$ cat src/grid_slope_limit_raise_total_unit_assert.svh
// Assertion macros shared by the grid slope limit modules.
// Included by the sweep controller and the relaxation datapath; no other dependencies.
`ifndef GRID_SLOPE_LIMIT_RAISE_TOTAL_UNIT_ASSERT_SVH
`define GRID_SLOPE_LIMIT_RAISE_TOTAL_UNIT_ASSERT_SVH
`ifndef SYNTHESIS
`define GSLRT_ASSERT_NOW(label, clk, rst, ante, cons, msg) \
   label: assert property (@(posedge clk) disable iff (rst) (ante) |-> (cons)) \
      else $error(msg);
`define GSLRT_ASSERT_NEXT(label, clk, rst, ante, cons, msg) \
   label: assert property (@(posedge clk) disable iff (rst) (ante) |=> (cons)) \
      else $error(msg);
`else
`define GSLRT_ASSERT_NOW(label, clk, rst, ante, cons, msg)
`define GSLRT_ASSERT_NEXT(label, clk, rst, ante, cons, msg)
`endif
`endif

$ cat src/gslrt_pkg.sv
// Shared constants and types for the grid slope limit raise total unit.
// No dependencies; used by the controller, the datapath and the top level.
package gslrt_pkg;

   localparam int MAX_ROWS_DEFAULT    = 64;
   localparam int MAX_COLS_DEFAULT    = 64;
   localparam int HEIGHT_BITS_DEFAULT = 20;

   localparam int CELL_HEIGHT_BITS = 20;
   localparam int TOTAL_BITS       = 32;
   localparam int CSR_DATA_BITS    = 7;
   localparam int CSR_INDEX_BITS   = 2;

   localparam logic [CSR_INDEX_BITS-1:0] REG_ROWS_IN_USE = 2'd0;
   localparam logic [CSR_INDEX_BITS-1:0] REG_COLS_IN_USE = 2'd1;

   localparam logic [CSR_DATA_BITS-1:0] ROWS_RESET = 7'd64;
   localparam logic [CSR_DATA_BITS-1:0] COLS_RESET = 7'd64;

   // Control that travels with the grid read data into the relaxation stage.
   typedef struct packed {
      logic valid;       // a cell is being relaxed this cycle
      logic backward;    // backward pass: also accumulate the raise
      logic has_a;       // the previous cell in scan order is a neighbor
      logic has_b;       // the row neighbor (up or down) exists
      logic nb_is_last;  // single column: the row neighbor is the previous cell
      logic sum_clear;   // start of the backward pass
   } stage_type;

endpackage

$ cat src/gslrt_ctrl.sv
// Sweep controller: size registers, loading counters and the forward and
// backward raster passes over the grid memory. Depends on gslrt_pkg.
`include "grid_slope_limit_raise_total_unit_assert.svh"

module gslrt_ctrl #(
   parameter int MAX_ROWS  = gslrt_pkg::MAX_ROWS_DEFAULT,
   parameter int MAX_COLS  = gslrt_pkg::MAX_COLS_DEFAULT,
   parameter int ADDR_BITS = 12
) (
   input  logic                                clock,
   input  logic                                reset,
   input  logic                                csr_wr_en,
   input  logic [gslrt_pkg::CSR_INDEX_BITS-1:0] csr_index,
   input  logic [gslrt_pkg::CSR_DATA_BITS-1:0]  csr_wr_data,
   input  logic                                start,
   output logic                                busy,
   output logic                                load_we,
   output logic [ADDR_BITS-1:0]                issue_addr,
   output logic [ADDR_BITS-1:0]                nb_addr,
   output gslrt_pkg::stage_type                stage,
   output logic [ADDR_BITS-1:0]                stage_addr,
   output logic                                rsp_valid
);

   localparam int RW  = $clog2(MAX_ROWS + 1);
   localparam int CW  = $clog2(MAX_COLS + 1);
   localparam int AXW = ADDR_BITS + 1;

   typedef enum logic [2:0] {ST_LOAD, ST_FWD, ST_GAP, ST_BWD, ST_FLUSH} state_type;

   state_type state_ff, state_in;
   logic [gslrt_pkg::CSR_DATA_BITS-1:0] rows_ff, rows_in, cols_ff, cols_in;
   logic [RW-1:0]        row_ff, row_in;
   logic [CW-1:0]        col_ff, col_in;
   logic [ADDR_BITS-1:0] addr_ff, addr_in, last_addr_ff, last_addr_in;
   logic [ADDR_BITS-1:0] stage_addr_ff;
   gslrt_pkg::stage_type stage_ff, stage_in;
   logic                 rsp_valid_ff, rsp_valid_in;

   logic [RW-1:0]  rows_eff, rows_last;
   logic [CW-1:0]  cols_eff, cols_last;
   logic           row_is_last, col_is_last, cols_one, cfg_hit;
   logic [AXW-1:0] addr_x, cols_x, up_x, down_x;

   // Out-of-range sizes: zero counts as one, anything above the maximum as the maximum.
   always_comb begin
      if (rows_ff == '0) begin
         rows_eff = RW'(1);
      end else if (32'(rows_ff) > MAX_ROWS) begin
         rows_eff = RW'(MAX_ROWS);
      end else begin
         rows_eff = RW'(rows_ff);
      end
      if (cols_ff == '0) begin
         cols_eff = CW'(1);
      end else if (32'(cols_ff) > MAX_COLS) begin
         cols_eff = CW'(MAX_COLS);
      end else begin
         cols_eff = CW'(cols_ff);
      end
   end

   assign rows_last   = rows_eff - RW'(1);
   assign cols_last   = cols_eff - CW'(1);
   assign row_is_last = (row_ff == rows_last);
   assign col_is_last = (col_ff == cols_last);
   assign cols_one    = (cols_eff == CW'(1));
   assign cfg_hit     = csr_wr_en && (csr_index == gslrt_pkg::REG_ROWS_IN_USE ||
                                      csr_index == gslrt_pkg::REG_COLS_IN_USE);

   assign addr_x = AXW'(addr_ff);
   assign cols_x = AXW'(cols_eff);
   assign up_x   = addr_x - cols_x;
   assign down_x = addr_x + cols_x;

   always_comb begin
      state_in     = state_ff;
      rows_in      = rows_ff;
      cols_in      = cols_ff;
      row_in       = row_ff;
      col_in       = col_ff;
      addr_in      = addr_ff;
      last_addr_in = last_addr_ff;
      stage_in     = '0;
      rsp_valid_in = (state_ff == ST_FLUSH);
      load_we      = 1'b0;
      case (state_ff)
         ST_LOAD: begin
            if (start) begin
               load_we = 1'b1;
               if (row_is_last && col_is_last) begin
                  last_addr_in = addr_ff;
                  state_in     = ST_FWD;
                  row_in       = '0;
                  col_in       = '0;
                  addr_in      = '0;
               end else begin
                  if (col_is_last) begin
                     col_in = '0;
                     row_in = row_ff + RW'(1);
                  end else begin
                     col_in = col_ff + CW'(1);
                  end
                  addr_in = addr_ff + ADDR_BITS'(1);
               end
            end
         end
         ST_FWD: begin
            stage_in.valid      = 1'b1;
            stage_in.has_a      = (col_ff != '0);
            stage_in.has_b      = (row_ff != '0);
            stage_in.nb_is_last = cols_one;
            if (row_is_last && col_is_last) begin
               state_in = ST_GAP;
               row_in   = rows_last;
               col_in   = cols_last;
               addr_in  = last_addr_ff;
            end else begin
               if (col_is_last) begin
                  col_in = '0;
                  row_in = row_ff + RW'(1);
               end else begin
                  col_in = col_ff + CW'(1);
               end
               addr_in = addr_ff + ADDR_BITS'(1);
            end
         end
         ST_GAP: begin
            // The last forward cell is written back during this cycle.
            stage_in.sum_clear = 1'b1;
            state_in           = ST_BWD;
         end
         ST_BWD: begin
            stage_in.valid      = 1'b1;
            stage_in.backward   = 1'b1;
            stage_in.has_a      = !col_is_last;
            stage_in.has_b      = !row_is_last;
            stage_in.nb_is_last = cols_one;
            if (row_ff == '0 && col_ff == '0) begin
               state_in = ST_FLUSH;
               addr_in  = '0;
            end else begin
               if (col_ff == '0) begin
                  col_in = cols_last;
                  row_in = row_ff - RW'(1);
               end else begin
                  col_in = col_ff - CW'(1);
               end
               addr_in = addr_ff - ADDR_BITS'(1);
            end
         end
         ST_FLUSH: begin
            state_in = ST_LOAD;
         end
         default: begin
            state_in = ST_LOAD;
         end
      endcase
      // A size write drops any partial data set.
      if (cfg_hit) begin
         state_in = ST_LOAD;
         row_in   = '0;
         col_in   = '0;
         addr_in  = '0;
         if (csr_index == gslrt_pkg::REG_ROWS_IN_USE) begin
            rows_in = csr_wr_data;
         end else begin
            cols_in = csr_wr_data;
         end
      end
   end

   always_ff @(posedge clock) begin
      if (reset) begin
         state_ff     <= ST_LOAD;
         rows_ff      <= gslrt_pkg::ROWS_RESET;
         cols_ff      <= gslrt_pkg::COLS_RESET;
         row_ff       <= '0;
         col_ff       <= '0;
         addr_ff      <= '0;
         last_addr_ff <= '0;
         stage_ff     <= '0;
         rsp_valid_ff <= 1'b0;
      end else begin
         state_ff     <= state_in;
         rows_ff      <= rows_in;
         cols_ff      <= cols_in;
         row_ff       <= row_in;
         col_ff       <= col_in;
         addr_ff      <= addr_in;
         last_addr_ff <= last_addr_in;
         stage_ff     <= stage_in;
         rsp_valid_ff <= rsp_valid_in;
      end
      stage_addr_ff <= addr_ff;
   end

   assign busy       = (state_ff != ST_LOAD);
   assign issue_addr = addr_ff;
   assign nb_addr    = (state_ff == ST_BWD) ? down_x[ADDR_BITS-1:0] : up_x[ADDR_BITS-1:0];
   assign stage      = stage_ff;
   assign stage_addr = stage_addr_ff;
   assign rsp_valid  = rsp_valid_ff;

   `GSLRT_ASSERT_NEXT(a_flush_emits, clock, reset, state_ff == ST_FLUSH, rsp_valid_ff,
      "result strobe missing after the backward pass")
   `GSLRT_ASSERT_NEXT(a_single_strobe, clock, reset, rsp_valid_ff, !rsp_valid_ff,
      "result strobe lasted more than one cycle")
   `GSLRT_ASSERT_NOW(a_sweep_in_grid, clock, reset,
      state_ff == ST_FWD || state_ff == ST_BWD,
      row_ff < rows_eff && col_ff < cols_eff,
      "sweep position outside the grid")

endmodule

$ cat config.mk
export PLATFORM = sky130hd
export DESIGN_NAME = gslrt_ctrl
export DESIGN_NICKNAME = d
export VERILOG_FILES = /design/src/gslrt_pkg.sv /design/src/gslrt_ctrl.sv
export VERILOG_INCLUDE_DIRS = /design/src /design/src/src
export SDC_FILE = /design/constraint.sdc
export NUM_CORES = 1
export LEC_CHECK = 0
export BUFFER_PORTS_ARGS = -buffer_cell sky130_fd_sc_hd__buf_4
export CAP_MARGIN = 20
export CELL_PAD_IN_SITES_DETAIL_PLACEMENT = 1
export CELL_PAD_IN_SITES_GLOBAL_PLACEMENT = 1
export CORE_MARGIN = 3
export CORE_UTILIZATION = 44
export DETAILED_ROUTE_END_ITERATION = 10
export PLACE_DENSITY_LB_ADDON = 0.1
export SLEW_MARGIN = 20
export SYNTH_ARGS = -nofsm -noshare
export SYNTH_HDL_FRONTEND = slang
export SYNTH_SLANG_ARGS = --single-unit
$ cat constraint.sdc
create_clock -name clock -period 5.85 [get_ports clock]
set_input_delay 1.17 -clock clock [delete_from_list [all_inputs] [get_ports clock]]
set_output_delay 1.17 -clock clock [all_outputs]
set_load 0.1 [all_outputs]
Word-level counts from Yosys, hierarchy flattened --
Cells that the tools add are included.
Storage, ports and cells: flip-flop bits (word level) 74, input bits 13, output and inout port bits 45, logic and storage cells 102
Cells by class: add/subtract/negate cells 10, magnitude comparators 2, equal/unequal tests 14, multiplexer cells 35, bitwise operators 1, reduce and logical (&&, ||, !) cells 25
Operator list (count):
- 2-to-1 mux 7 bit | 16
- 2-to-1 mux 12 bit | 5
- one-hot mux 7 bit (3 select lines) | 2
- one-hot mux 12 bit (3 select lines) | 1
- zero test 7 bit | 4
- subtractor 7 x 1 -> 7 bit (second input constant) | 4
- adder 7 x 1 -> 7 bit (second input constant) | 2
- == test 7 bit | 2
- > comparator 7 bit (second input constant) | 2
- nonzero test 7 bit | 2
- adder 12 x 1 -> 12 bit (second input constant) | 1
- adder 12 x 7 -> 12 bit | 1
- 2-to-1 mux 3 bit | 4
- inequality test 2 bit (second input constant) | 6
- one-hot mux 3 bit (4 select lines) | 1
- subtractor 12 x 1 -> 12 bit (second input constant) | 1
- subtractor 12 x 7 -> 12 bit | 1
- AND reduction 4 bit | 2
- == test 7 x 1 -> 1 bit (second input constant) | 1
- == test 3 x 2 -> 1 bit (second input constant) | 2
- one-hot mux 3 bit (2 select lines) | 1
- AND reduction 2 bit | 3
- AND reduction 3 bit | 2
- nonzero test 3 bit | 2
- other kinds (11) | 19

Longest topological paths before layout --
depth in word-level cells 9, depth in mapped cells 18, gate-level depth less buffers 17

Least setup slack after synthesis --
No wires, ideal clock.
path type reg2out, start point register state_ff[0], end point output port nb_addr[11], arrival 4.402 ns, data required time 4.680 ns, setup slack 0.278 ns, cell stages (with the launch flop) 16, buffers on the path 3, path through dfxtp_1 -> clkbuf_1 -> nand2b_1 -> nor2_1 -> clkbuf_1 -> clkbuf_1 -> nor2_1 -> xor2_1 -> ha_1 -> a21oi_1 -> nor2b_1 -> o21a_1 -> nor3_1 -> o31ai_1 -> o41ai_1 -> xnor2_1
On the way: word-level cells in the longest chain between the ends 2
RTL lines:
- start, declared | RTL line gslrt_ctrl.sv:31 | state_type state_ff, state_in;
- start signal, assigned | RTL line gslrt_ctrl.sv:185 | state_ff <= state_in;
- == test 3 x 2 -> 1 bit | RTL line gslrt_ctrl.sv:200 | assign nb_addr = (state_ff == ST_BWD) ? down_x[ADDR_BITS-1:0] : up_x[ADDR_BITS-1:0];
- 2-to-1 mux 12 bit | RTL line gslrt_ctrl.sv:200
- end, declared | RTL line gslrt_ctrl.sv:19 | output logic [ADDR_BITS-1:0] nb_addr,
No other way between the ends.

Worst setup path in the final report --
start point register cols_ff[2] in the netlist's numbering, end point output port nb_addr[10]
On the way: word-level cells in the longest chain between the ends 5, elaborated cells on any way between the ends 7, classes of those cells 2 x add/sub; 1 x order compare; 3 x mux; 1 x reduce/logical
RTL lines:
- start, declared | RTL line gslrt_ctrl.sv:32 | logic [gslrt_pkg::CSR_DATA_BITS-1:0] rows_ff, rows_in, cols_ff, cols_in;
- start signal, assigned | RTL line gslrt_ctrl.sv:177 | cols_ff <= gslrt_pkg::COLS_RESET;
- start signal, assigned | RTL line gslrt_ctrl.sv:187 | cols_ff <= cols_in;
- > comparator 7 bit | RTL line gslrt_ctrl.sv:56 | end else if (32'(cols_ff) > MAX_COLS) begin
- 2-to-1 mux 7 bit | RTL line gslrt_ctrl.sv:56
- 2-to-1 mux 7 bit * | RTL line gslrt_ctrl.sv:54 | if (cols_ff == '0) begin
- subtractor 12 x 7 -> 12 bit / adder 12 x 7 -> 12 bit (equally long branches) | RTL line gslrt_ctrl.sv:73, gslrt_ctrl.sv:74
- 2-to-1 mux 12 bit * | RTL line gslrt_ctrl.sv:200
Mark *: on every way between the ends. The rest lies on a longest branch, timed or not.

==> results.cfg <==
[clocking]
holdBufCountCts = 0
cts_max_level = 3
path_clk_slew_ps = 60
cts-root-buf = clkbuf_16
cts_sinks = 74
cts_tree = done
clock_latency_ps = 350
clockBufferDepth = 2
post_cts_buffers = 0
cts_resized = 0
numCtsBuffers = 9

[place]
dp_hpwl_mm = 12.4
place_area_um2 = 5700
gp_congestion = 0.868
io_buffers = 57
dpl.cell_count = 831

[global_routing]
grt_overflow_total = 0
grt.total_usage = 0.261
antenna_found_initial = 0
met3_usage = 0.0355
grt_util_met2 = 0.423
groute.layer.met1.usage = 0.360
grt_pass1_wl_mm = 27.6
grt_max_degree = 35
top_usage_layer = met2
grt_pass1_vias = 5222

[sta]
setup_viol = 0
timing.final.crit_share = 0.921
drv_slew = 0
rsz0062_at_grt = no
worst_slew_pin_slew_ps = 1090
fin_skew_ps = 6.95
slew_headroom = 0.271
final.min_clock_period_ps = 5390
tns_ps = 0
fmax_mhz = 186
hold_viol = 0

[finish]
fillers = 1419
drive_gt1_frac = 0.141
n_antenna_cell = 0
postLayoutCellArea_um2 = 6030
area_growth_pct = 13.5
nNetsFinal = 734
final-instance-count-excl-fill = 847

[route]
routedWlPerCell_um = 20.6
dr.pass1.iters = 5
drc = 0
finalWirelength_mm = 17.4
vias = 5316
drt.antenna.violating_nets = 0
via_per_inst = 6.28
drt_iter0_drc = 430

[synth]
yosys.area.top_type = dfxtp_1
synthDominantCellAreaShare = 0.279
synthTopCellsByArea = dfxtp_1 (28%), ha_1 (4.9%), a21oi_1 (4.8%), nor2_1 (4.7%), xnor2_1 (4.5%)
synth_edf_count = 0
yosysMostFrequentCell = dfxtp_1
yosysSeqAreaShare = 0.279
synthTopCellsByCount = dfxtp_1 (74), nor2_1 (66), a21oi_1 (51)
ys_warn_count = 0
async_reset_ff_frac = 0
avgSynthCellArea_um2 = 7.72
ys_dominant_reg_cell = dfxtp_1
synth_seq_cells = 74
synth_cell_types = 76
syn_inst = 688
synth_nets = 723
synthesis.area_um2 = 5310

[status]
run_status = finished, final reports clean

[die]
start_util = 0.457
die_h_um = 116
ioPinCount = 58
die_x_um = 116
core_area_um2 = 11600
rows = 39
die-area_um2 = 13400

[min_path]
min_path_type = reg2reg

[run]
drv_cap = 0

[worst_setup_path]
path_max_fanout = 9
cp-start-kind = register
crit_required_ps = 4680
worst-setup-path-type = reg2out
crit_path_end_kind = primary output
arrival_ps = 4220

[power_and_ir_drop]
ir_worst_vdd_v = 0.000163
powerDensity_nw_per_um2 = 226
leakage_nw = 2.36
where the power goes:
group	switching (mW)	total, mW	internal [mW]
sequential	0.0231	0.535	0.512
clock	0.240	0.595	0.355
combinational	0.157	0.232	0.0755
total	0.419	1.36	0.943
critical path, stage by stage (launching register included):
cell	delay, ps
dfxtp_1	410
nor3_4	290
a21oi_1	140
nor2_1	240
inv_1	130
ha_1	290
nor2_1	190
xor2_1	180
ha_1	290
a21o_1	200
a21oi_1	230
o21bai_1	100
a21oi_1	240
o21ai_0	110
a21oi_1	290
mux2i_1	220
nand3_1	80
buf_4	240
worst paths after layout:
check,startpoint,to,slack (ps),cells after the start
max,cols_ff[2],nb_addr[10],460,17
min,last_addr_ff[5],issue_addr[5],480,2
max reg2reg,cols_ff[4],last_addr_ff[8],1180,13
min reg2reg,last_addr_ff[5],issue_addr[5],480,2
routing by layer:
layer,vias up,routed length [um],part of all wire
met4,0,233,0.013
met1,2642,8280,0.48
met3,21,771,0.044
li1,2519,-,-
met2,134,8140,0.47
met5,-,0,0
layout by cell type, fill, tap and decap left out, drive strengths merged, types with 3 or more instances in the layout:
master	count
o211ai	8
and3	12
nand4	8
a221oi	8
xor2	10
a31oi	9
a211oi	5
o31ai	4
o31a	4
clkbuf	11
a21oi	51
o41ai	3
nand3	31
or2	4
a311oi	4
nand2	47
and2	7
nand2b	14
dfxtp	74
nor2	67
o21a	7
o221ai	3
mux2i	20
o21bai	4
ha	21
nor2b	11
or4	4
nor4	5
nor4b	4
xnor2	27
buf	63
a21o	10
or3	3
clkinv	3
nor3	26
inv	18
o221a	6
o21ai	45
layout make-up:
| type | instances | area, um^2 | area share |
|---|---|---|---|
| Clock buffer | 11 | 253 | 0.0419 |
| Clock inverter | 5 | 62.6 | 0.0104 |
| Inverter | 19 | 71.3 | 0.0118 |
| Multi-Input combinational cell | 532 | 3510 | 0.582 |
| Sequential cell | 74 | 1480 | 0.246 |
| Tap cell | 143 | 179 | 0.0297 |
| Timing Repair Buffer | 63 | 473 | 0.0785 |
sequential cells by signal, summed over array words and instances (netlist names):
name,count
issue_addr,12
last_addr_ff,12
stage_addr,12
col_ff,7
cols_ff,7
row_ff,7
rows_ff,7
stage,6
state_ff,3
rsp_valid,1
per-stage QoR:
step | setup slack [ps] | hold WS, ps | utilization | total power [mW]
final | 462 | 476 | 0.519 | 1.36
after global routing | 69.1 | 513 | 0.519 | 1.41
after CTS | 309 | 474 | 0.518 | 1.37
after detailed placement | 695 | 475 | 0.491 | 0.775
after global placement | 910 | 460 | 0.491 | 0.770
after floorplan | 278 | 439 | - | 0.718
cells by family (layout without fill, tap and decap cells):
kind of cell	count (synthesis)	in the layout	synth area share
compound gates	197	197	0.251
xor+xnor	39	39	0.0695
fa+ha+maj	22	22	0.0532
buf+inv	82	98	0.0653
flops	74	74	0.279
mux	20	20	0.0377
simple gates	254	254	0.244
No activity file was read; power rests on OpenSTA's default activity.
