<file path="src/grid_slope_limit_raise_total_unit_assert.svh">
// Assertion macros shared by the grid slope limit modules.
// Included by the sweep controller and the relaxation datapath; no other dependencies.
`ifndef GRID_SLOPE_LIMIT_RAISE_TOTAL_UNIT_ASSERT_SVH
`define GRID_SLOPE_LIMIT_RAISE_TOTAL_UNIT_ASSERT_SVH
`ifndef SYNTHESIS
`define GSLRT_ASSERT_NOW(label, clk, rst, ante, cons, msg) \
   label: assert property (@(posedge clk) disable iff (rst) (ante) |-> (cons)) \
      else $error(msg);
`define GSLRT_ASSERT_NEXT(label, clk, rst, ante, cons, msg) \
   label: assert property (@(posedge clk) disable iff (rst) (ante) |=> (cons)) \
      else $error(msg);
`else
`define GSLRT_ASSERT_NOW(label, clk, rst, ante, cons, msg)
`define GSLRT_ASSERT_NEXT(label, clk, rst, ante, cons, msg)
`endif
`endif

</file>
<file path="src/gslrt_pkg.sv">
// Shared constants and types for the grid slope limit raise total unit.
// No dependencies; used by the controller, the datapath and the top level.
package gslrt_pkg;

   localparam int MAX_ROWS_DEFAULT    = 64;
   localparam int MAX_COLS_DEFAULT    = 64;
   localparam int HEIGHT_BITS_DEFAULT = 20;

   localparam int CELL_HEIGHT_BITS = 20;
   localparam int TOTAL_BITS       = 32;
   localparam int CSR_DATA_BITS    = 7;
   localparam int CSR_INDEX_BITS   = 2;

   localparam logic [CSR_INDEX_BITS-1:0] REG_ROWS_IN_USE = 2'd0;
   localparam logic [CSR_INDEX_BITS-1:0] REG_COLS_IN_USE = 2'd1;

   localparam logic [CSR_DATA_BITS-1:0] ROWS_RESET = 7'd64;
   localparam logic [CSR_DATA_BITS-1:0] COLS_RESET = 7'd64;

   // Control that travels with the grid read data into the relaxation stage.
   typedef struct packed {
      logic valid;       // a cell is being relaxed this cycle
      logic backward;    // backward pass: also accumulate the raise
      logic has_a;       // the previous cell in scan order is a neighbor
      logic has_b;       // the row neighbor (up or down) exists
      logic nb_is_last;  // single column: the row neighbor is the previous cell
      logic sum_clear;   // start of the backward pass
   } stage_type;

endpackage

</file>
<file path="src/gslrt_relax.sv">
// Relaxation datapath: raises one cell against its scan neighbors, writes it
// back and accumulates the saturating raise total. Depends on gslrt_pkg.
`include "grid_slope_limit_raise_total_unit_assert.svh"

module gslrt_relax #(
   parameter int HEIGHT_BITS = gslrt_pkg::HEIGHT_BITS_DEFAULT,
   parameter int ADDR_BITS   = 12
) (
   input  logic                              clock,
   input  logic                              reset,
   input  gslrt_pkg::stage_type              stage,
   input  logic [ADDR_BITS-1:0]              stage_addr,
   input  logic [2*HEIGHT_BITS-1:0]          rd_own,
   input  logic [2*HEIGHT_BITS-1:0]          rd_nb,
   output logic                              wr_en,
   output logic [ADDR_BITS-1:0]              wr_addr,
   output logic [2*HEIGHT_BITS-1:0]          wr_data,
   output logic [gslrt_pkg::TOTAL_BITS-1:0]  total
);

   localparam int SW = gslrt_pkg::TOTAL_BITS + 1;

   // Raise dst to src - 1 when src exceeds it by more than one.
   function automatic logic [HEIGHT_BITS-1:0] pull_up(input logic [HEIGHT_BITS-1:0] dst,
                                                      input logic [HEIGHT_BITS-1:0] src);
      logic [HEIGHT_BITS-1:0] res;
      res = dst;
      if (src > dst && (src - dst) > HEIGHT_BITS'(1)) begin
         res = src - HEIGHT_BITS'(1);
      end
      return res;
   endfunction

   logic [HEIGHT_BITS-1:0] last_ff;
   logic [gslrt_pkg::TOTAL_BITS-1:0] sum_ff, sum_in;
   logic [HEIGHT_BITS-1:0] own_work, own_height, nb_work, b_src, step_b, relaxed, raise;
   logic [SW-1:0]          sum_x;

   assign own_work   = rd_own[HEIGHT_BITS-1:0];
   assign own_height = rd_own[2*HEIGHT_BITS-1:HEIGHT_BITS];
   assign nb_work    = rd_nb[HEIGHT_BITS-1:0];

   // With a single column the row neighbor is the cell finished in the previous cycle,
   // whose value has not reached the memory read yet.
   assign b_src   = stage.nb_is_last ? last_ff : nb_work;
   assign step_b  = stage.has_b ? pull_up(own_work, b_src) : own_work;
   assign relaxed = stage.has_a ? pull_up(step_b, last_ff) : step_b;
   assign raise   = relaxed - own_height;
   assign sum_x   = SW'(sum_ff) + SW'(raise);

   always_comb begin
      sum_in = sum_ff;
      if (stage.sum_clear) begin
         sum_in = '0;
      end else if (stage.valid && stage.backward) begin
         sum_in = sum_x[SW-1] ? '1 : sum_x[SW-2:0];
      end
   end

   always_ff @(posedge clock) begin
      if (reset) begin
         sum_ff <= '0;
      end else begin
         sum_ff <= sum_in;
      end
      if (stage.valid) begin
         last_ff <= relaxed;
      end
   end

   assign wr_en   = stage.valid;
   assign wr_addr = stage_addr;
   assign wr_data = {own_height, relaxed};
   assign total   = sum_ff;

   `GSLRT_ASSERT_NEXT(a_sum_monotonic, clock, reset, stage.valid && stage.backward,
      sum_ff >= $past(sum_ff), "raise total decreased during the backward pass")
   `GSLRT_ASSERT_NOW(a_never_lowered, clock, reset, stage.valid, relaxed >= own_height,
      "a cell was written below its loaded height")

endmodule

</file>
<file path="config.mk">
export PLATFORM = sky130hd
export DESIGN_NAME = gslrt_relax
export DESIGN_NICKNAME = d
export VERILOG_FILES = /design/src/gslrt_pkg.sv /design/src/gslrt_relax.sv
export VERILOG_INCLUDE_DIRS = /design/src /design/src/src
export SDC_FILE = /design/constraint.sdc
export NUM_CORES = 1
export LEC_CHECK = 0
export BUFFER_PORTS_ARGS = -buffer_cell sky130_fd_sc_hd__buf_2
export CAP_MARGIN = 20
export CORE_MARGIN = 2
export CORE_UTILIZATION = 60
export CTS_CLUSTER_SIZE = 24
export DETAILED_ROUTE_END_ITERATION = 8
export GPL_ROUTABILITY_DRIVEN = 0
export GPL_TIMING_DRIVEN = 0
export PLACE_DENSITY_LB_ADDON = 0.25
export SLEW_MARGIN = 20
export SYNTH_ARGS = -nofsm -noshare
export SYNTH_HDL_FRONTEND = slang
export SYNTH_SLANG_ARGS = --single-unit
</file>
<file path="constraint.sdc">
create_clock -name clock -period 32.3 [get_ports clock]
set_input_delay 8.075 -clock clock [delete_from_list [all_inputs] [get_ports clock]]
set_output_delay 8.075 -clock clock [all_outputs]
set_load 0.02 [all_outputs]
</file>
# After elaboration in Yosys (flattened, before gate mapping)
# Cells that the tools add are included.
classes:
  addsub: 6
  magnitude_cmp: 4
  mux: 6
  reduce_logical: 4
op_table:
  columns: ["op", "count"]
  rows:
  - ["$mux 20", 5]
  - ["$sub 20x20->20", 3]
  - ["$gt 20x1->1 const B", 2]
  - ["$gt 20x20->1", 2]
  - ["$sub 20x1->20 const B", 2]
  - ["$add 32x20->33", 1]
  - ["$mux 32", 1]
  - ["$logic_and 1x1->1", 3]
  - ["$reduce_or 2->1", 1]
totals:
  register_bits: 52
  out_inout_bits: 85

# Longest topological paths before layout
# Gate-level depths: netlist of run 1.
logic_depth:
  ltp_word: 14
  mapped_depth: 54

# Worst setup path before layout of run 1
# OpenSTA, ideal clock, no wires.
synth_timing:
  kind: "input port to output port"
  from: "in stage[1] in the netlist's numbering"
  to: "out wr_data[18]"
  t_arrival_ps: 14358
  setup_slack_ps: 9867
  cell_stages: 29
  cell_sequence: "clkbuf_1 -> buf_1 -> mux2_2 -> ha_1 -> a21o_1 -> a21o_1 -> or4_1 -> o211ai_1 -> a31oi_1 -> o21ai_1 -> nor4_2 -> a21oi_4 -> clkbuf_1 -> nor2_1 -> a21oi_1 -> ha_1 -> buf_2 -> a21oi_1 -> nand2_1 -> a41o_1 -> a211o_1 -> mux2i_1 -> a311oi_1 -> nand4_1 -> o31ai_4 -> buf_6 -> buf_6 -> nor2_1 -> a21oi_1"
synth_via:
  elab_chain_cells: 11
  elab_cells_between_ends: 14
synth_rtl:
  columns: ["item", "line", "source"]
  rows:
  - ["start: declaration", "gslrt_relax.sv:11", "input gslrt_pkg::stage_type stage,"]
  - ["$mux 20 (*)", "gslrt_relax.sv:45", "assign b_src = stage.nb_is_last ? last_ff : nb_work;"]
  - ["$sub 20x20->20", "gslrt_relax.sv:28", "if (src > dst && (src - dst) > HEIGHT_BITS'(1)) begin"]
  - ["$gt 20x1->1", "gslrt_relax.sv:28", null]
  - ["$logic_and 1x1->1", "gslrt_relax.sv:28", null]
  - ["$mux 20 (*)", "gslrt_relax.sv:28", null]
  - ["$mux 20 (*)", "gslrt_relax.sv:46", "assign step_b = stage.has_b ? pull_up(own_work, b_src) : own_work;"]
  - ["$sub 20x20->20", "gslrt_relax.sv:28", null]
  - ["$gt 20x1->1", "gslrt_relax.sv:28", null]
  - ["$logic_and 1x1->1", "gslrt_relax.sv:28", null]
  - ["$mux 20", "gslrt_relax.sv:28", null]
  - ["$mux 20 (*)", "gslrt_relax.sv:47", "assign relaxed = stage.has_a ? pull_up(step_b, last_ff) : step_b;"]
  - ["end: declaration", "gslrt_relax.sv:17", "output logic [2*HEIGHT_BITS-1:0] wr_data,"]
# Every way passes the cells marked *; elsewhere a longest branch is shown, timed or not.

# Final worst setup path of run 1
layout_timing:
  from: "in stage[1] in the netlist's numbering"
  to: "out wr_data[9]"
# The elaborated chain is that of the path after synthesis.

==> results of run 1 <==
## power groups by stage
stage / clock network (mW) / registers [mW] / logic (mW)
2_1_floorplan: 0 / 0.0850 / 0.248
3_3_place_gp: 0 / 0.0861 / 0.316
3_5_place_dp: 0 / 0.0862 / 0.322
4_1_cts: 0.0580 / 0.0847 / 0.325
5_1_grt: 0.0604 / 0.0857 / 0.365
6_report: 0.0581 / 0.0850 / 0.330
## placed cells by master, fill, tap and decap left out, types with 5 or more instances in the layout
cell type and count:
clkbuf_16 5, a21oi_1 104, o21ai_0 69, buf_2 159, o21bai_1 8, xnor2_1 45, nor2b_1 10, clkbuf_1 15
a21boi_0 8, nand2b_1 16, nand3_1 21, xor2_1 30, nor2_1 115, mux2_2 11, inv_1 82, a211oi_1 7
o21a_1 10, buf_4 33, mux2i_1 21, nand4_1 16, and3_1 8, a21o_1 13, a31oi_1 28, nand3b_1 8
edfxtp_1 20, nand2_1 64, or3_1 12, dfxtp_1 32, nor3_1 37, ha_1 84, nor4_1 7
## critical path, delay by kind of cell
| kind | cells | cell delay (ps) |
|---|---|---|
| multiplexers | 1 | 270 |
| XOR/XNOR | 1 | 280 |
| buffers and inverters | 6 | 2000 |
| AND/OR/NAND/NOR | 8 | 1630 |
| adder cells (fa/ha/maj) | 3 | 1060 |
| AO/OA/AOI/OAI | 10 | 2950 |
## how the worst max path moves through the flow
| stage | end | slack [ps] | cells after the start |
|---|---|---|---|
| 3_5_place_dp | wr_data[13] | 8210 | 30 |
| 6_report | wr_data[9] | 7930 | 29 |
| 5_1_grt | wr_data[9] | 7490 | 30 |
| 3_3_place_gp | wr_data[9] | 8260 | 30 |
| 2_1_floorplan | wr_data[18] | 9870 | 29 |
| 4_1_cts | wr_data[13] | 8170 | 29 |
## area by class of cell
type	count	area, um^2
repair buffers	152	761
fillers	1034	3490
plain buffers	59	369
clock inverters	3	25.0
multi-input cells	825	5620
clock buffers	5	125
flip-flops and latches	52	1240
well taps	168	210
inverters	84	315
## registers in the layout (all words and copies together) (netlist names)
name	count
last_ff	20
total	32
## stage by stage
stage / setup slack [ps] / area (um^2) / total power, mW / instances / hold WS (ps)
3_3_place_gp: 8260 / 8520 / 0.402 / 1340 / 469
4_1_cts: 8170 / 8670 / 0.467 / 1348 / 490
6_report: 7930 / 8670 / 0.473 / 1348 / 493
3_5_place_dp: 8210 / 8520 / 0.408 / 1340 / 469
5_1_grt: 7490 / 8670 / 0.511 / 1348 / 514
2_1_floorplan: 9870 / 7550 / 0.333 / 1020 / 542
## per-layer routing
layer / vias to the layer above / GRT usage / wire (um) / part of all wire
met3: 64 / 0.0592 / 1650 / 0.075
met1: 3699 / 0.398 / 9160 / 0.42
met5: - / 0 / 0 / 0
met4: 0 / 0.129 / 721 / 0.033
met2: 370 / 0.554 / 10400 / 0.47
li1: 3963 / - / - / -
## cell families after synthesis
logic type | synth area share
flops | 0.164
fa+ha+maj | 0.150
mux | 0.0479
compound gates | 0.251
simple gates | 0.206
xor+xnor | 0.0902
buf+inv | 0.0907
==> impl_metrics.json, run 1 <==
{
  "sw_frac_of_total": 0.499,
  "clkTransAtPathRegs_ps": 80,
  "status": "finished, final reports clean",
  "yosysUniqueCellTypes": 74,
  "nets": 1367,
  "fin_util": 0.713,
  "hold_violations": 0,
  "grt_max_degree": 24,
  "drc": 0,
  "timing.final.crit_share": 0.754,
  "syn_area_mm2": 0.00755,
  "drt_wl_total_um": 21900,
  "rsz0062_at_grt": "false",
  "r2r_start": "last_ff[0]",
  "cp-end-kind": "output port",
  "io_buffers": 152,
  "start_util": 0.621,
  "rows": 40,
  "fin_skew_ps": 7.06,
  "finalMaxSlewViolations": 0,
  "die_area_mm2": 0.0135,
  "fmax_ghz": 0.0410,
  "ctsResizeCount": 0,
  "synth_warnings": 0,
  "syn_area_per_cell_um2": 7.40,
  "cap_violations": 0,
  "synth_common_cells": "115 x nor2_1, 104 x a21oi_1, 84 x ha_1, 82 x inv_1, 69 x o21ai_0",
  "p_per_area_mw_per_mm2": 54.6,
  "postCtsSetupBuffers": 0,
  "p_clk_frac": 0.123,
  "synth_edf_count": 20,
  "switchingPower_mw": 0.236,
  "drtIter0Drc": 561,
  "leakagePower_nw": 4.05,
  "h-tree-depth": 2,
  "arrival_ps": 16290,
  "pin_count": 185,
  "startpoint_type": "input port",
  "post-synth-top-count-cell": "nor2_1",
  "clockRootBuffer": "clkbuf_16",
  "seq_area_frac_synth": 0.164,
  "synth_ff_type": "dfxtp_1",
  "ir_drop_uv": 35.5,
  "min_to": "total[23]",
  "reg2reg_setup_slack_ps": 20610,
  "worstPathMaxFanout": 10,
  "die_w_um": 116,
  "post_drt_wl_per_cell_um": 16.3,
  "async_flop_share": 0,
  "cts_buffer_depth": 2,
  "required_ps": 24230,
  "setup_violations": 0,
  "grt_overflow": 0,
  "grt_first_pass_wirelength_um": 34400,
  "path_class": "in2out",
  "postRouteAntennaNets": 0,
  "power_frac_seq": 0.180,
  "worst_path_largest_cell_delay_ps": 600,
  "p_int_mw": 0.237,
  "grt_use_total": 0.321,
  "numCtsBuffers": 5,
  "netlist_instances": 1020,
  "grt_pass1_vias": 7372,
  "period_minus_slack_ps": 24370,
  "fin_tns_setup_ps": 0,
  "ys_ff_latch": 52,
  "whs_path_depth": 1,
  "combinationalPowerShare": 0.698,
  "syn_nets": 1208,
  "avgViaCountPerCell": 6.01,
  "clk_latency_ps": 310,
  "worst_pin_slew_ps": 704,
  "reg2reg_depth": 49,
  "cts_sinks": 52,
  "holdCritStartpoint": "total[23]",
  "area_delta_synth_final_pct": 14.9,
  "core_mm2": 0.0122,
  "slew_headroom": 0.531,
  "yosysTopAreaCell": "ha_1",
  "antenna_found_initial": 0,
  "layout-drive-gt1-share": 0.200,
  "hold_buffers": 0,
  "r2r-end": "total[31]",
  "cts_tree": "yes",
  "antenna_cells": 0,
  "hpwl_um": 17900,
  "route.vias.total": 8096,
  "hp-class": "reg2reg",
  "die_height_um": 116,
  "drtPass1Iterations": 7,
  "crit_start": "stage[1]",
  "ys_top_cells_by_area": "ha_1 14%, dfxtp_1 8.5%, edfxtp_1 8.0%",
  "netlist.area_leader.share": 0.139,
  "crit_path_top_delay_cell": "buf_1"
}
No activity file was read; power rests on OpenSTA's default activity.
==> run 2: changes to the inputs <==
--- a/config.mk
+++ b/config.mk
@@ -9,7 +9,7 @@
 export BUFFER_PORTS_ARGS = -buffer_cell sky130_fd_sc_hd__buf_2
 export CAP_MARGIN = 20
 export CORE_MARGIN = 2
-export CORE_UTILIZATION = 60
+export CORE_UTILIZATION = 51
 export CTS_CLUSTER_SIZE = 24
 export DETAILED_ROUTE_END_ITERATION = 8
 export GPL_ROUTABILITY_DRIVEN = 0
==> constraint.sdc (replaced) <==
create_clock -name clock -period 20.7 [get_ports clock]
set_input_delay 5.175 -clock clock [delete_from_list [all_inputs] [get_ports clock]]
set_output_delay 5.175 -clock clock [all_outputs]
set_load 0.02 [all_outputs]
==> impl_metrics.json, run 2 (synthesis results as in run 1) <==
{
  "drc": 0,
  "rsz0062_at_grt": "false",
  "die_w_um": 126,
  "hpwl_um": 18600,
  "worst-path-buf-inv": 7,
  "cap_violations": 0,
  "antenna_found_initial": 1,
  "clockRootBuffer": "clkbuf_16",
  "rows": 44,
  "finalPower_mw": 0.736,
  "io_buffers": 152,
  "switchingPower_mw": 0.366,
  "status": "finished, final reports clean",
  "avgViaCountPerCell": 5.84,
  "grt_overflow": 0,
  "p_int_mw": 0.370,
  "ir_drop_uv": 44.8,
  "power_frac_seq": 0.181,
  "slew_headroom": 0.538,
  "highest_layer": "met5",
  "leakagePower_nw": 4.05,
  "worst_pin_slew_ps": 693,
  "cts_sinks": 52,
  "layout-drive-gt1-share": 0.200,
  "drtIter0Drc": 566,
  "die_height_um": 126,
  "p_clk_frac": 0.119,
  "finalMaxSlewViolations": 0,
  "die_area_mm2": 0.0158,
  "required_ps": 15530,
  "start_util": 0.521,
  "grt_use_total": 0.280,
  "route.vias.total": 7960,
  "nets": 1367,
  "layout_common_cells": "159 x buf_2, 115 x nor2_1, 104 x a21oi_1",
  "hp-class": "reg2reg",
  "cts_buffer_depth": 2,
  "drt_wl_total_um": 22500,
  "clkTransAtPathRegs_ps": 70,
  "fmax_ghz": 0.0536,
  "path_class": "in2out",
  "crit_path_top_delay_cell": "buf_1",
  "fin_skew_ps": 6.80,
  "period_minus_slack_ps": 18660,
  "wl_met2_um": 11000,
  "crit_family": "compound AO/OA/AOI/OAI gates",
  "fin_area_mm2": 0.00869,
  "routed-wl-met3_um": 1650,
  "grt_pass1_vias": 7613,
  "layoutNonFillerInstCount": 1364,
  "sw_frac_of_total": 0.497,
  "dp_cells": 1356,
  "h-tree-depth": 2,
  "antenna_cells": 0,
  "startpoint_type": "input port",
  "cp-end-kind": "output port",
  "place_area_mm2": 0.00854,
  "timing.final.crit_share": 0.901,
  "worstPathMaxFanout": 10,
  "cts_tree": "yes",
  "core_mm2": 0.0145,
  "setup_violations": 0,
  "postCtsSetupBuffers": 0,
  "pin_count": 185,
  "numCtsBuffers": 5,
  "p_per_area_mw_per_mm2": 84.7,
  "clk_latency_ps": 310,
  "worst_path_largest_cell_delay_ps": 590,
  "ctsResizeCount": 0,
  "place_ws_ps": 2250,
  "post_drt_wl_per_cell_um": 16.5,
  "wl_met1_um": 9400,
  "layout_commonest_cell": "buf_2",
  "postRouteAntennaNets": 0,
  "hold_buffers": 0,
  "drtPass1Iterations": 5,
  "fin_tns_setup_ps": 0,
  "area_delta_synth_final_pct": 15.1,
  "grt_first_pass_wirelength_um": 36600,
  "timing.final.ws_setup_ps": 2040,
  "crit_top_cell": "buf_2",
  "largest_reg_flops": 32,
  "arrival_ps": 13480,
  "combinationalPowerShare": 0.700,
  "hold_violations": 0,
  "grt_max_degree": 24
}
-- run 2: changes by cell type in the layout (fill, tap and decap cells not counted), sizes merged --
cell,previous run,this run
inv,86,85
clkinvlp,1,0
clkinv,0,2
-- run 2: path summary, 6_finish.rpt --
| kind | start | end | slack (ps) | cells after the start |
|---|---|---|---|---|
| max | stage[1] | wr_data[8] | 2040 | 31 |
| min | total[23] | total[23] | 510 | 1 |
| max reg2reg | last_ff[2] | total[31] | 8960 | 50 |
| min reg2reg | total[23] | total[23] | 510 | 1 |
-- run 2: cell type report --
| cell class | count | area, um^2 |
|---|---|---|
| inverters | 84 | 315 |
| flip-flops and latches | 52 | 1240 |
| clock buffers | 5 | 125 |
| clock inverters | 3 | 26.3 |
| repair buffers | 152 | 761 |
| plain buffers | 59 | 369 |
| well taps | 184 | 230 |
| multi-input cells | 825 | 5620 |
| fillers | 1410 | 5790 |
-- run 2: power groups by stage --
stage                     sequential [mW]  clock [mW]  combinational [mW]
after floorplan                     0.133           0               0.386
after global placement              0.135           0               0.498
after detailed placement            0.135           0               0.506
after CTS                           0.133      0.0897               0.510
after global routing                0.134      0.0942               0.570
final                               0.133      0.0879               0.515
-- run 2: metal layers --
layer / up-vias / GRT usage
li1: 3972 / -
met1: 3652 / 0.349
met2: 289 / 0.493
met3: 45 / 0.0552
met4: 2 / 0.0765
met5: - / 0
-- run 2: through the flow --
stage	hold WS (ps)	utilization
finish	510	0.600
global route	537	0.600
CTS	509	0.600
detailed placement	490	0.590
global placement	472	0.590
floorplan	542	-
